File: config.mk
export PLATFORM = sky130hd
export DESIGN_NAME = dihedral_angle_rms_distance
export DESIGN_NICKNAME = d
export VERILOG_FILES = /design/src/hdl/darms_pkg.sv /design/src/hdl/darms_divsqrt.sv /design/src/hdl/dihedral_angle_rms_distance.sv
export SDC_FILE = /design/constraint.sdc
export NUM_CORES = 1
export LEC_CHECK = 0
export BUFFER_PORTS_ARGS = -buffer_cell sky130_fd_sc_hd__buf_4
export CORE_ASPECT_RATIO = 1.2
export CORE_MARGIN = 1
export CORE_UTILIZATION = 35
export CTS_CLUSTER_SIZE = 10
export DETAILED_ROUTE_END_ITERATION = 8
export PLACE_DENSITY = 0.48
export SYNTH_ARGS = -nofsm -noshare
export SYNTH_HDL_FRONTEND = slang
export SYNTH_SLANG_ARGS = --single-unit
File: constraint.sdc
create_clock -name clk -period 17.1 [get_ports clk]
set_clock_uncertainty 0.05 [all_clocks]
set_input_delay 1.71 -clock clk [delete_from_list [all_inputs] [get_ports clk]]
set_output_delay 1.71 -clock clk [all_outputs]
set_load 0.03 [all_outputs]
File: src/hdl/darms_pkg.sv
// Package for the torsion-angle RMS deviation block.
// Shared widths, constants and sequencer state types; no dependencies.
package darms_pkg;

  // pi * 2^61, truncated; pi and two pi are rounded from this at elaboration
  localparam logic [63:0] PI_SCALED_61 = 64'h6487ED5110B4611A;

  localparam int ANGLE_W = 16;
  localparam int DIFF_W  = 17;          // |b - a| and the wrapped difference
  localparam int SQ_W    = 2 * DIFF_W;  // exact square
  localparam int CONST_W = 34;          // pi / two pi at up to 31 fraction bits
  localparam int SUM_W   = 42;
  localparam int ROOT_W  = SUM_W / 2;
  localparam int REM_W   = ROOT_W + 3;  // shared subtractor width
  localparam int RMS_W   = 15;
  localparam int PC_W    = 13;
  localparam int STEP_W  = 6;

  localparam int DIV_STEPS  = SUM_W;
  localparam int SQRT_STEPS = ROOT_W;

  localparam logic [RMS_W-1:0] RMS_MAX = '1;

  typedef enum logic [6:0] {
    ST_IDLE = 7'b0000001,
    ST_DIFF = 7'b0000010,
    ST_WRAP = 7'b0000100,
    ST_MUL  = 7'b0001000,
    ST_ACC  = 7'b0010000,
    ST_KICK = 7'b0100000,
    ST_WAIT = 7'b1000000
  } seq_state_t;

  typedef enum logic [2:0] {
    US_IDLE = 3'b001,
    US_DIV  = 3'b010,
    US_SQRT = 3'b100
  } unit_state_t;

endpackage

File: src/hdl/darms_divsqrt.sv
// Iterative mean and root unit: restoring divide, then digit-by-digit
// integer square root, both on one shared subtractor. Uses darms_pkg.
module darms_divsqrt #(
  parameter int DIV_W = 13
) (
  input  logic                          clk,
  input  logic                          rst_n,
  input  logic                          start,
  input  logic [darms_pkg::SUM_W-1:0]   dividend,
  input  logic [DIV_W-1:0]              divisor,
  output logic                          done,
  output logic [darms_pkg::ROOT_W-1:0]  root
);

  localparam int SUM_W  = darms_pkg::SUM_W;
  localparam int ROOT_W = darms_pkg::ROOT_W;
  localparam int REM_W  = darms_pkg::REM_W;
  localparam int STEP_W = darms_pkg::STEP_W;

  darms_pkg::unit_state_t state_r, state_nxt;
  logic [SUM_W-1:0]  qr_r, qr_nxt;     // dividend/quotient, then radicand
  logic [REM_W-1:0]  rem_r, rem_nxt;
  logic [ROOT_W-1:0] root_r, root_nxt;
  logic [STEP_W-1:0] step_r, step_nxt;
  logic              done_r, done_nxt;

  logic [REM_W-1:0]  sh_div, sh_sqrt, opa, opb;
  logic [REM_W:0]    dif;
  logic              ge;

  always_comb begin
    sh_div  = {rem_r[REM_W-2:0], qr_r[SUM_W-1]};
    sh_sqrt = {rem_r[REM_W-3:0], qr_r[SUM_W-1 -: 2]};
    if (state_r == darms_pkg::US_DIV) begin
      opa = sh_div;
      opb = REM_W'(divisor);
    end else begin
      opa = sh_sqrt;
      opb = REM_W'({root_r, 2'b01});
    end
    dif = {1'b0, opa} - {1'b0, opb};
    ge  = !dif[REM_W];
  end

  always_comb begin
    state_nxt = state_r;
    qr_nxt    = qr_r;
    rem_nxt   = rem_r;
    root_nxt  = root_r;
    step_nxt  = step_r;
    done_nxt  = 1'b0;
    case (state_r)
      darms_pkg::US_IDLE: begin
        if (start) begin
          qr_nxt    = dividend;
          rem_nxt   = '0;
          root_nxt  = '0;
          step_nxt  = '0;
          state_nxt = darms_pkg::US_DIV;
        end
      end
      darms_pkg::US_DIV: begin
        rem_nxt  = ge ? dif[REM_W-1:0] : sh_div;
        qr_nxt   = {qr_r[SUM_W-2:0], ge};
        step_nxt = step_r + 1'b1;
        if (step_r == STEP_W'(darms_pkg::DIV_STEPS - 1)) begin
          rem_nxt   = '0;
          step_nxt  = '0;
          state_nxt = darms_pkg::US_SQRT;
        end
      end
      darms_pkg::US_SQRT: begin
        rem_nxt  = ge ? dif[REM_W-1:0] : sh_sqrt;
        root_nxt = {root_r[ROOT_W-2:0], ge};
        qr_nxt   = {qr_r[SUM_W-3:0], 2'b00};
        step_nxt = step_r + 1'b1;
        if (step_r == STEP_W'(darms_pkg::SQRT_STEPS - 1)) begin
          done_nxt  = 1'b1;
          state_nxt = darms_pkg::US_IDLE;
        end
      end
      default: begin
        state_nxt = darms_pkg::US_IDLE;
      end
    endcase
  end

  always_ff @(posedge clk) begin
    if (!rst_n) begin
      state_r <= darms_pkg::US_IDLE;
      done_r  <= 1'b0;
      step_r  <= '0;
    end else begin
      state_r <= state_nxt;
      done_r  <= done_nxt;
      step_r  <= step_nxt;
    end
    qr_r   <= qr_nxt;
    rem_r  <= rem_nxt;
    root_r <= root_nxt;
  end

  assign done = done_r;
  assign root = root_r;

  a_done_after_sqrt: assert property (@(posedge clk) disable iff (!rst_n)
    done_r |-> $past(state_r == darms_pkg::US_SQRT))
    else $error("root done without a square root pass");

  a_done_pulse: assert property (@(posedge clk) disable iff (!rst_n)
    done_r |=> !done_r)
    else $error("root done held longer than one cycle");

endmodule

File: src/hdl/dihedral_angle_rms_distance.sv
// Top level: circular RMS deviation of paired torsion angles.
// Depends on darms_pkg and darms_divsqrt (shared divide / square root unit).
//
//  channel | ports                                           | handshake
//  --------+-------------------------------------------------+----------------------
//  input   | in_angle_a, in_angle_b, in_last_pair            | start && !busy
//  result  | out_rms_angle, out_pair_count, out_count_overflow| out_valid strobe
//
// After a pair is accepted, the sequencer steps through difference,
// wrap, square and accumulate, then returns to idle for the next accept. A last
// pair adds a kick state and a wait for the bit-serial divide and square root
// sharing one 24-bit subtractor.
// Reset is synchronous; it clears the sequencer, sum, count and overflow.
// Results cannot be stalled: out_valid is high for exactly one cycle.
module dihedral_angle_rms_distance #(
  parameter int MAX_ANGLES      = 4096,
  parameter int ANGLE_FRAC_BITS = 13
) (
  input  logic                                 clk,
  input  logic                                 rst_n,
  input  logic                                 start,
  output logic                                 busy,
  input  logic signed [darms_pkg::ANGLE_W-1:0] in_angle_a,
  input  logic signed [darms_pkg::ANGLE_W-1:0] in_angle_b,
  input  logic                                 in_last_pair,
  output logic                                 out_valid,
  output logic [darms_pkg::RMS_W-1:0]          out_rms_angle,
  output logic [darms_pkg::PC_W-1:0]           out_pair_count,
  output logic                                 out_count_overflow
);

  localparam int CNT_W   = $clog2(MAX_ANGLES + 1);
  localparam int DIFF_W  = darms_pkg::DIFF_W;
  localparam int SQ_W    = darms_pkg::SQ_W;
  localparam int CONST_W = darms_pkg::CONST_W;
  localparam int SUM_W   = darms_pkg::SUM_W;
  localparam int ROOT_W  = darms_pkg::ROOT_W;
  localparam int RMS_W   = darms_pkg::RMS_W;

  localparam logic [63:0] PI_RND =
    (darms_pkg::PI_SCALED_61 + (64'd1 << (60 - ANGLE_FRAC_BITS))) >> (61 - ANGLE_FRAC_BITS);
  localparam logic [63:0] TWO_PI_RND =
    (darms_pkg::PI_SCALED_61 + (64'd1 << (59 - ANGLE_FRAC_BITS))) >> (60 - ANGLE_FRAC_BITS);
  localparam logic [CONST_W-1:0] PI_Q     = PI_RND[CONST_W-1:0];
  localparam logic [CONST_W-1:0] TWO_PI_Q = TWO_PI_RND[CONST_W-1:0];
  localparam logic [CNT_W-1:0]   CNT_MAX  = CNT_W'(MAX_ANGLES);

  darms_pkg::seq_state_t state_r, state_nxt;

  logic signed [darms_pkg::ANGLE_W-1:0] a_r, a_nxt, b_r, b_nxt;
  logic                last_r, last_nxt;
  logic [DIFF_W-1:0]   diff_r, diff_nxt;
  logic [DIFF_W-1:0]   wrap_r, wrap_nxt;
  logic [SQ_W-1:0]     sq_r, sq_nxt;
  logic [SUM_W-1:0]    sum_r, sum_nxt;
  logic [CNT_W-1:0]    cnt_r, cnt_nxt;
  logic                ovf_r, ovf_nxt;
  logic                out_valid_r, out_valid_nxt;
  logic [RMS_W-1:0]    rms_r, rms_nxt;
  logic [darms_pkg::PC_W-1:0] pc_r, pc_nxt;
  logic                ovo_r, ovo_nxt;

  logic                 unit_start;
  logic                 unit_done;
  logic [ROOT_W-1:0]    unit_root;

  logic signed [DIFF_W-1:0] d_s;
  logic [CONST_W-1:0]       diff_ext;
  logic [CONST_W-1:0]       wrap_full;
  logic [SUM_W:0]           sum_add;

  always_comb begin
    d_s       = DIFF_W'(b_r) - DIFF_W'(a_r);
    diff_ext  = CONST_W'(diff_r);
    if (diff_ext > PI_Q) begin
      wrap_full = (TWO_PI_Q >= diff_ext) ? TWO_PI_Q - diff_ext : diff_ext - TWO_PI_Q;
    end else begin
      wrap_full = diff_ext;
    end
    sum_add    = {1'b0, sum_r} + (SUM_W + 1)'(sq_r);
    unit_start = (state_r == darms_pkg::ST_KICK);
  end

  always_comb begin
    state_nxt     = state_r;
    a_nxt         = a_r;
    b_nxt         = b_r;
    last_nxt      = last_r;
    diff_nxt      = diff_r;
    wrap_nxt      = wrap_r;
    sq_nxt        = sq_r;
    sum_nxt       = sum_r;
    cnt_nxt       = cnt_r;
    ovf_nxt       = ovf_r;
    out_valid_nxt = 1'b0;
    rms_nxt       = rms_r;
    pc_nxt        = pc_r;
    ovo_nxt       = ovo_r;
    case (state_r)
      darms_pkg::ST_IDLE: begin
        if (start) begin
          a_nxt     = in_angle_a;
          b_nxt     = in_angle_b;
          last_nxt  = in_last_pair;
          state_nxt = darms_pkg::ST_DIFF;
        end
      end
      darms_pkg::ST_DIFF: begin
        diff_nxt  = d_s[DIFF_W-1] ? DIFF_W'(-d_s) : DIFF_W'(d_s);
        state_nxt = darms_pkg::ST_WRAP;
      end
      darms_pkg::ST_WRAP: begin
        wrap_nxt  = wrap_full[DIFF_W-1:0];
        state_nxt = darms_pkg::ST_MUL;
      end
      darms_pkg::ST_MUL: begin
        sq_nxt    = wrap_r * wrap_r;
        state_nxt = darms_pkg::ST_ACC;
      end
      darms_pkg::ST_ACC: begin
        if (cnt_r >= CNT_MAX) begin
          ovf_nxt = 1'b1;
        end else begin
          sum_nxt = sum_add[SUM_W] ? '1 : sum_add[SUM_W-1:0];
          cnt_nxt = cnt_r + 1'b1;
        end
        state_nxt = last_r ? darms_pkg::ST_KICK : darms_pkg::ST_IDLE;
      end
      darms_pkg::ST_KICK: begin
        state_nxt = darms_pkg::ST_WAIT;
      end
      darms_pkg::ST_WAIT: begin
        if (unit_done) begin
          rms_nxt       = (unit_root > ROOT_W'(darms_pkg::RMS_MAX)) ?
                          darms_pkg::RMS_MAX : unit_root[RMS_W-1:0];
          pc_nxt        = darms_pkg::PC_W'(cnt_r);
          ovo_nxt       = ovf_r;
          out_valid_nxt = 1'b1;
          sum_nxt       = '0;
          cnt_nxt       = '0;
          ovf_nxt       = 1'b0;
          state_nxt     = darms_pkg::ST_IDLE;
        end
      end
      default: begin
        state_nxt = darms_pkg::ST_IDLE;
      end
    endcase
  end

  always_ff @(posedge clk) begin
    if (!rst_n) begin
      state_r     <= darms_pkg::ST_IDLE;
      sum_r       <= '0;
      cnt_r       <= '0;
      ovf_r       <= 1'b0;
      out_valid_r <= 1'b0;
    end else begin
      state_r     <= state_nxt;
      sum_r       <= sum_nxt;
      cnt_r       <= cnt_nxt;
      ovf_r       <= ovf_nxt;
      out_valid_r <= out_valid_nxt;
    end
    a_r    <= a_nxt;
    b_r    <= b_nxt;
    last_r <= last_nxt;
    diff_r <= diff_nxt;
    wrap_r <= wrap_nxt;
    sq_r   <= sq_nxt;
    rms_r  <= rms_nxt;
    pc_r   <= pc_nxt;
    ovo_r  <= ovo_nxt;
  end

  // mean = sum / count, then truncated integer root
  darms_divsqrt #(
    .DIV_W (CNT_W)
  ) u_divsqrt (
    .clk      (clk),
    .rst_n    (rst_n),
    .start    (unit_start),
    .dividend (sum_r),
    .divisor  (cnt_r),
    .done     (unit_done),
    .root     (unit_root)
  );

  assign busy               = (state_r != darms_pkg::ST_IDLE);
  assign out_valid          = out_valid_r;
  assign out_rms_angle      = rms_r;
  assign out_pair_count     = pc_r;
  assign out_count_overflow = ovo_r;

  a_cnt_bound: assert property (@(posedge clk) disable iff (!rst_n)
    cnt_r <= CNT_MAX)
    else $error("pair count beyond its limit");

  a_accept_busy: assert property (@(posedge clk) disable iff (!rst_n)
    (start && !busy) |=> busy)
    else $error("accepted beat did not make the block busy");

  a_result_clears: assert property (@(posedge clk) disable iff (!rst_n)
    out_valid_r |-> (cnt_r == '0 && sum_r == '0 && !ovf_r))
    else $error("running state not cleared with a result");

  a_done_in_wait: assert property (@(posedge clk) disable iff (!rst_n)
    unit_done |-> (state_r == darms_pkg::ST_WAIT))
    else $error("root unit finished outside the wait state");

endmodule
==> flow_metrics.env <==
export IMPL_switching_share_pct=26.5
export IMPL_dpl_worst_slack_ps=10080
export IMPL_r2r_start="wrap_r[5]"
export IMPL_status="finished, final reports clean"
export IMPL_place_area_sq_um=25900
export IMPL_final_util_pct=39.5
export IMPL_die_w_microns=243
export IMPL_power_frac_comb_pct=14.4
export IMPL_synth_ff_type="edfxtp_1"
export IMPL_cts_max_path_buffers=3
export IMPL_clkTransAtPathRegs_ps=50
export IMPL_num_rows=105
export IMPL_cts_max_level=2
export IMPL_yosys_area_top_type_share_pct=26.4
export IMPL_yosys_warnings=0
export IMPL_synth_area_sq_um=24500
export IMPL_slowest_stage="edfxtp_1"
export IMPL_syn_area_per_cell_sq_um=9.65
export IMPL_grt_use_total_pct=16.4
export IMPL_route_detailed_drc=0
export IMPL_hold_buffers=0
export IMPL_start_util_pct=35.6
export IMPL_ys_seq_area_share_pct=32.5
export IMPL_syn_inst=2535
export IMPL_synth_edf_count=215
export IMPL_path_delay_family="adder cells"
export IMPL_drt_total_wl_microns=57400
export IMPL_final_nets=2985
export IMPL_clk_latency_ps=560
export IMPL_antenna_left=0
export IMPL_grt_pass1_vias=18800
export IMPL_hold_path_class="reg -> reg"
export IMPL_io_buffers=66
export IMPL_worstHoldPathCells=0
export IMPL_p_switching_mw=0.477
export IMPL_ys_top_cells_by_area="edfxtp_1 (26%), fa_1 (16%), ha_1 (9.7%)"
export IMPL_synthXorXnorAreaFrac_pct=4.66
export IMPL_slew_viol_final=0
export IMPL_yosys_area_share_adder_pct=25.5
export IMPL_cts_sinks=289
export IMPL_crit_buf_inv=5
export IMPL_p_seq_share_pct=43.2
export IMPL_grt_overflow=0
export IMPL_grt_max_degree=50
export IMPL_yosys_area_share_simple_pct=14.5
export IMPL_die_y_microns=292
export IMPL_worstPathMaxFanout=18
export IMPL_fmax_ghz=0.141
export IMPL_synth_largest_area_cell="edfxtp_1"
export IMPL_synthMuxAreaShare_pct=0.880
export IMPL_drtPass1Iterations=5
export IMPL_reg2reg_depth=21
export IMPL_cts_buffers=37
export IMPL_rsz0062_at_grt="false"
export IMPL_p_per_area_nw_per_um2=66.5
export IMPL_ios=67
export IMPL_ys_ff_latch=289
export IMPL_drive_above_1_share_pct=8.55
export IMPL_cts_tree="yes"
export IMPL_critical_path_required_ps=17350
export IMPL_timing_final_ws_setup_ps=9990
export IMPL_drt_iter0_drc=804
export IMPL_synth_cell_types=91
export IMPL_min_period_ps=7110
export IMPL_holdWs_ps=385
export IMPL_cp_slowest_stage_delay_ps=890
export IMPL_final_cell_mix="inv_1 (345), nand2_1 (335), edfxtp_1 (215)"
export IMPL_core_sq_um=68700
export IMPL_max_slew_margin_pct=31.0
export IMPL_fillers=6815
export IMPL_dpl_hpwl_microns=43400
export IMPL_synth_top_family_by_area="adder cells"
export IMPL_worstHoldStart="ovf_r"
export IMPL_finalSetupViolations=0
export IMPL_syn_nets=2954
export IMPL_power_frac_clock_pct=42.5
export IMPL_die_area_sq_um=70900
export IMPL_ir_drop_uv=65.3
export IMPL_synth_compound_area_share_pct=15.1
export IMPL_critPathLaunch="wrap_r[5]"
export IMPL_crit_path_end_kind="flip-flop"
export IMPL_area_delta_synth_final_pct=10.8
export IMPL_leakage_nw=11.8
export IMPL_hold_violations=0
export IMPL_worst_slew_pin_slew_ps=1030
export IMPL_cap_violations=0
export IMPL_fin_setup_tns_ps=0
export IMPL_vias_per_cell=5.02
export IMPL_cp_cell_sequence="nand2_1 > fa_1 > inv_1 > fa_1 > inv_1 > fa_1 > inv_1 > fa_1 > fa_1 > inv_1 > fa_1 > inv_1 > ha_1 > and3_1 > nand2_1 > a2111oi_0 > o31ai_1 > nand3_1 > nand2_1 > o21ai_0 > xor2_1"
export IMPL_fin_crit_sh_pct=41.6
export IMPL_gp_congestion=0.803
export IMPL_final_area_sq_um=27100
export IMPL_cp_common_cell="fa_1"
export IMPL_num_antenna_cells=0
export IMPL_internal_power_mw=1.33
export IMPL_post_cts_buffers=0
export IMPL_grt_pass1_wl_microns=95100
export IMPL_synthArstFlopShare_pct=0
export IMPL_cts_root_buf="clkbuf_16"
export IMPL_vias=17600
export IMPL_cp_start_kind="flip-flop"
export IMPL_antenna_found_initial=0
export IMPL_worstSetupPathType="reg -> reg"
export IMPL_wl_per_cell_microns=16.4
export IMPL_crit_cells=21
export IMPL_post_cts_resized=0
export IMPL_critical_path_arrival_ps=7360
export IMPL_final_common_cell="inv_1"
cells in the mapped netlist (10+ instances only):
library cell  number
inv_1            346
nand2_1          335
edfxtp_1         215
fa_1             194
ha_1             189
o21ai_0          116
nor2_1           104
a21oi_1          100
and2_1            89
xnor2_1           81
clkbuf_1          80
dfxtp_1           74
a22oi_1           71
a21o_1            53
xor2_1            49
nand3_1           26
nor2b_1           25
nor3_1            25
or2_2             23
and3_1            21
a21boi_1          20
nand4_1           18
mux2i_1           17
nand2b_1          17
o21bai_1          15
nor3b_1           14
o21a_1            14
o21ai_1           14
a31oi_1           12
a221oi_2          10
nor4_1            10
or3_1             10
layer usage:
metal | wire, microns | share of wire [%] | GRT usage [%]
met5 | 0 | 0 | 0
met4 | 1740 | 3.0 | 5.37
met2 | 29300 | 51 | 30.1
met3 | 1570 | 2.7 | 2.12
met1 | 24800 | 43 | 19.6
worst paths after layout:
kind / endpoint / slack, ps
setup / recovery: sq_r[32] / 9990
hold / removal: out_count_overflow / 390
setup reg to reg: sq_r[32] / 9990
hold reg to reg: out_count_overflow / 390
per-stage QoR:
| step | total power [mW] | instances |
|---|---|---|
| finish | 1.80 | 3504 |
| global route | 1.89 | 3504 |
| CTS | 1.84 | 3504 |
| detailed placement | 1.05 | 3436 |
| global placement | 1.05 | 3436 |
| floorplan | 0.994 | 2535 |
cell type report:
| cell class | instances | area, sq um | share of cell area (%) |
|---|---|---|---|
| Multi-Input combinational cell | 1805 | 14900 | 55.0 |
| Clock buffer | 60 | 1060 | 3.92 |
| Inverter | 346 | 1300 | 4.79 |
| Sequential cell | 289 | 7940 | 29.3 |
| Tap cell | 909 | 1140 | 4.20 |
| Clock inverter | 8 | 116 | 0.429 |
| Timing Repair Buffer | 87 | 653 | 2.41 |
logic make-up after synthesis:
family                   Yosys count
XOR/XNOR                         130
AND/OR/NAND/NOR                  738
buffers and inverters            441
adder cells (fa/ha/maj)          383
flip-flops                       289
multiplexers                      21
AO/OA/AOI/OAI                    533
power by group through the flow:
stage               clock (mW)  combinational [mW]  sequential (mW)
floorplan                    0               0.204            0.790
global placement             0               0.259            0.793
detailed placement           0               0.260            0.793
CTS                      0.797               0.262            0.778
global route             0.817               0.295            0.779
finish                   0.765               0.259            0.778
registers in the layout, indices dropped and copies added (netlist names), 3 cells and up:
| name | flops |
|---|---|
| a_r | 16 |
| b_r | 16 |
| cnt_r | 13 |
| diff_r | 17 |
| out_pair_count | 13 |
| out_rms_angle | 15 |
| sq_r | 33 |
| state_r | 7 |
| sum_r | 42 |
| u_divsqrt.qr_r | 42 |
| u_divsqrt.rem_r | 23 |
| u_divsqrt.root | 21 |
| u_divsqrt.state_r | 3 |
| u_divsqrt.step_r | 6 |
| wrap_r | 17 |
(Power assumes the default switching activity.)
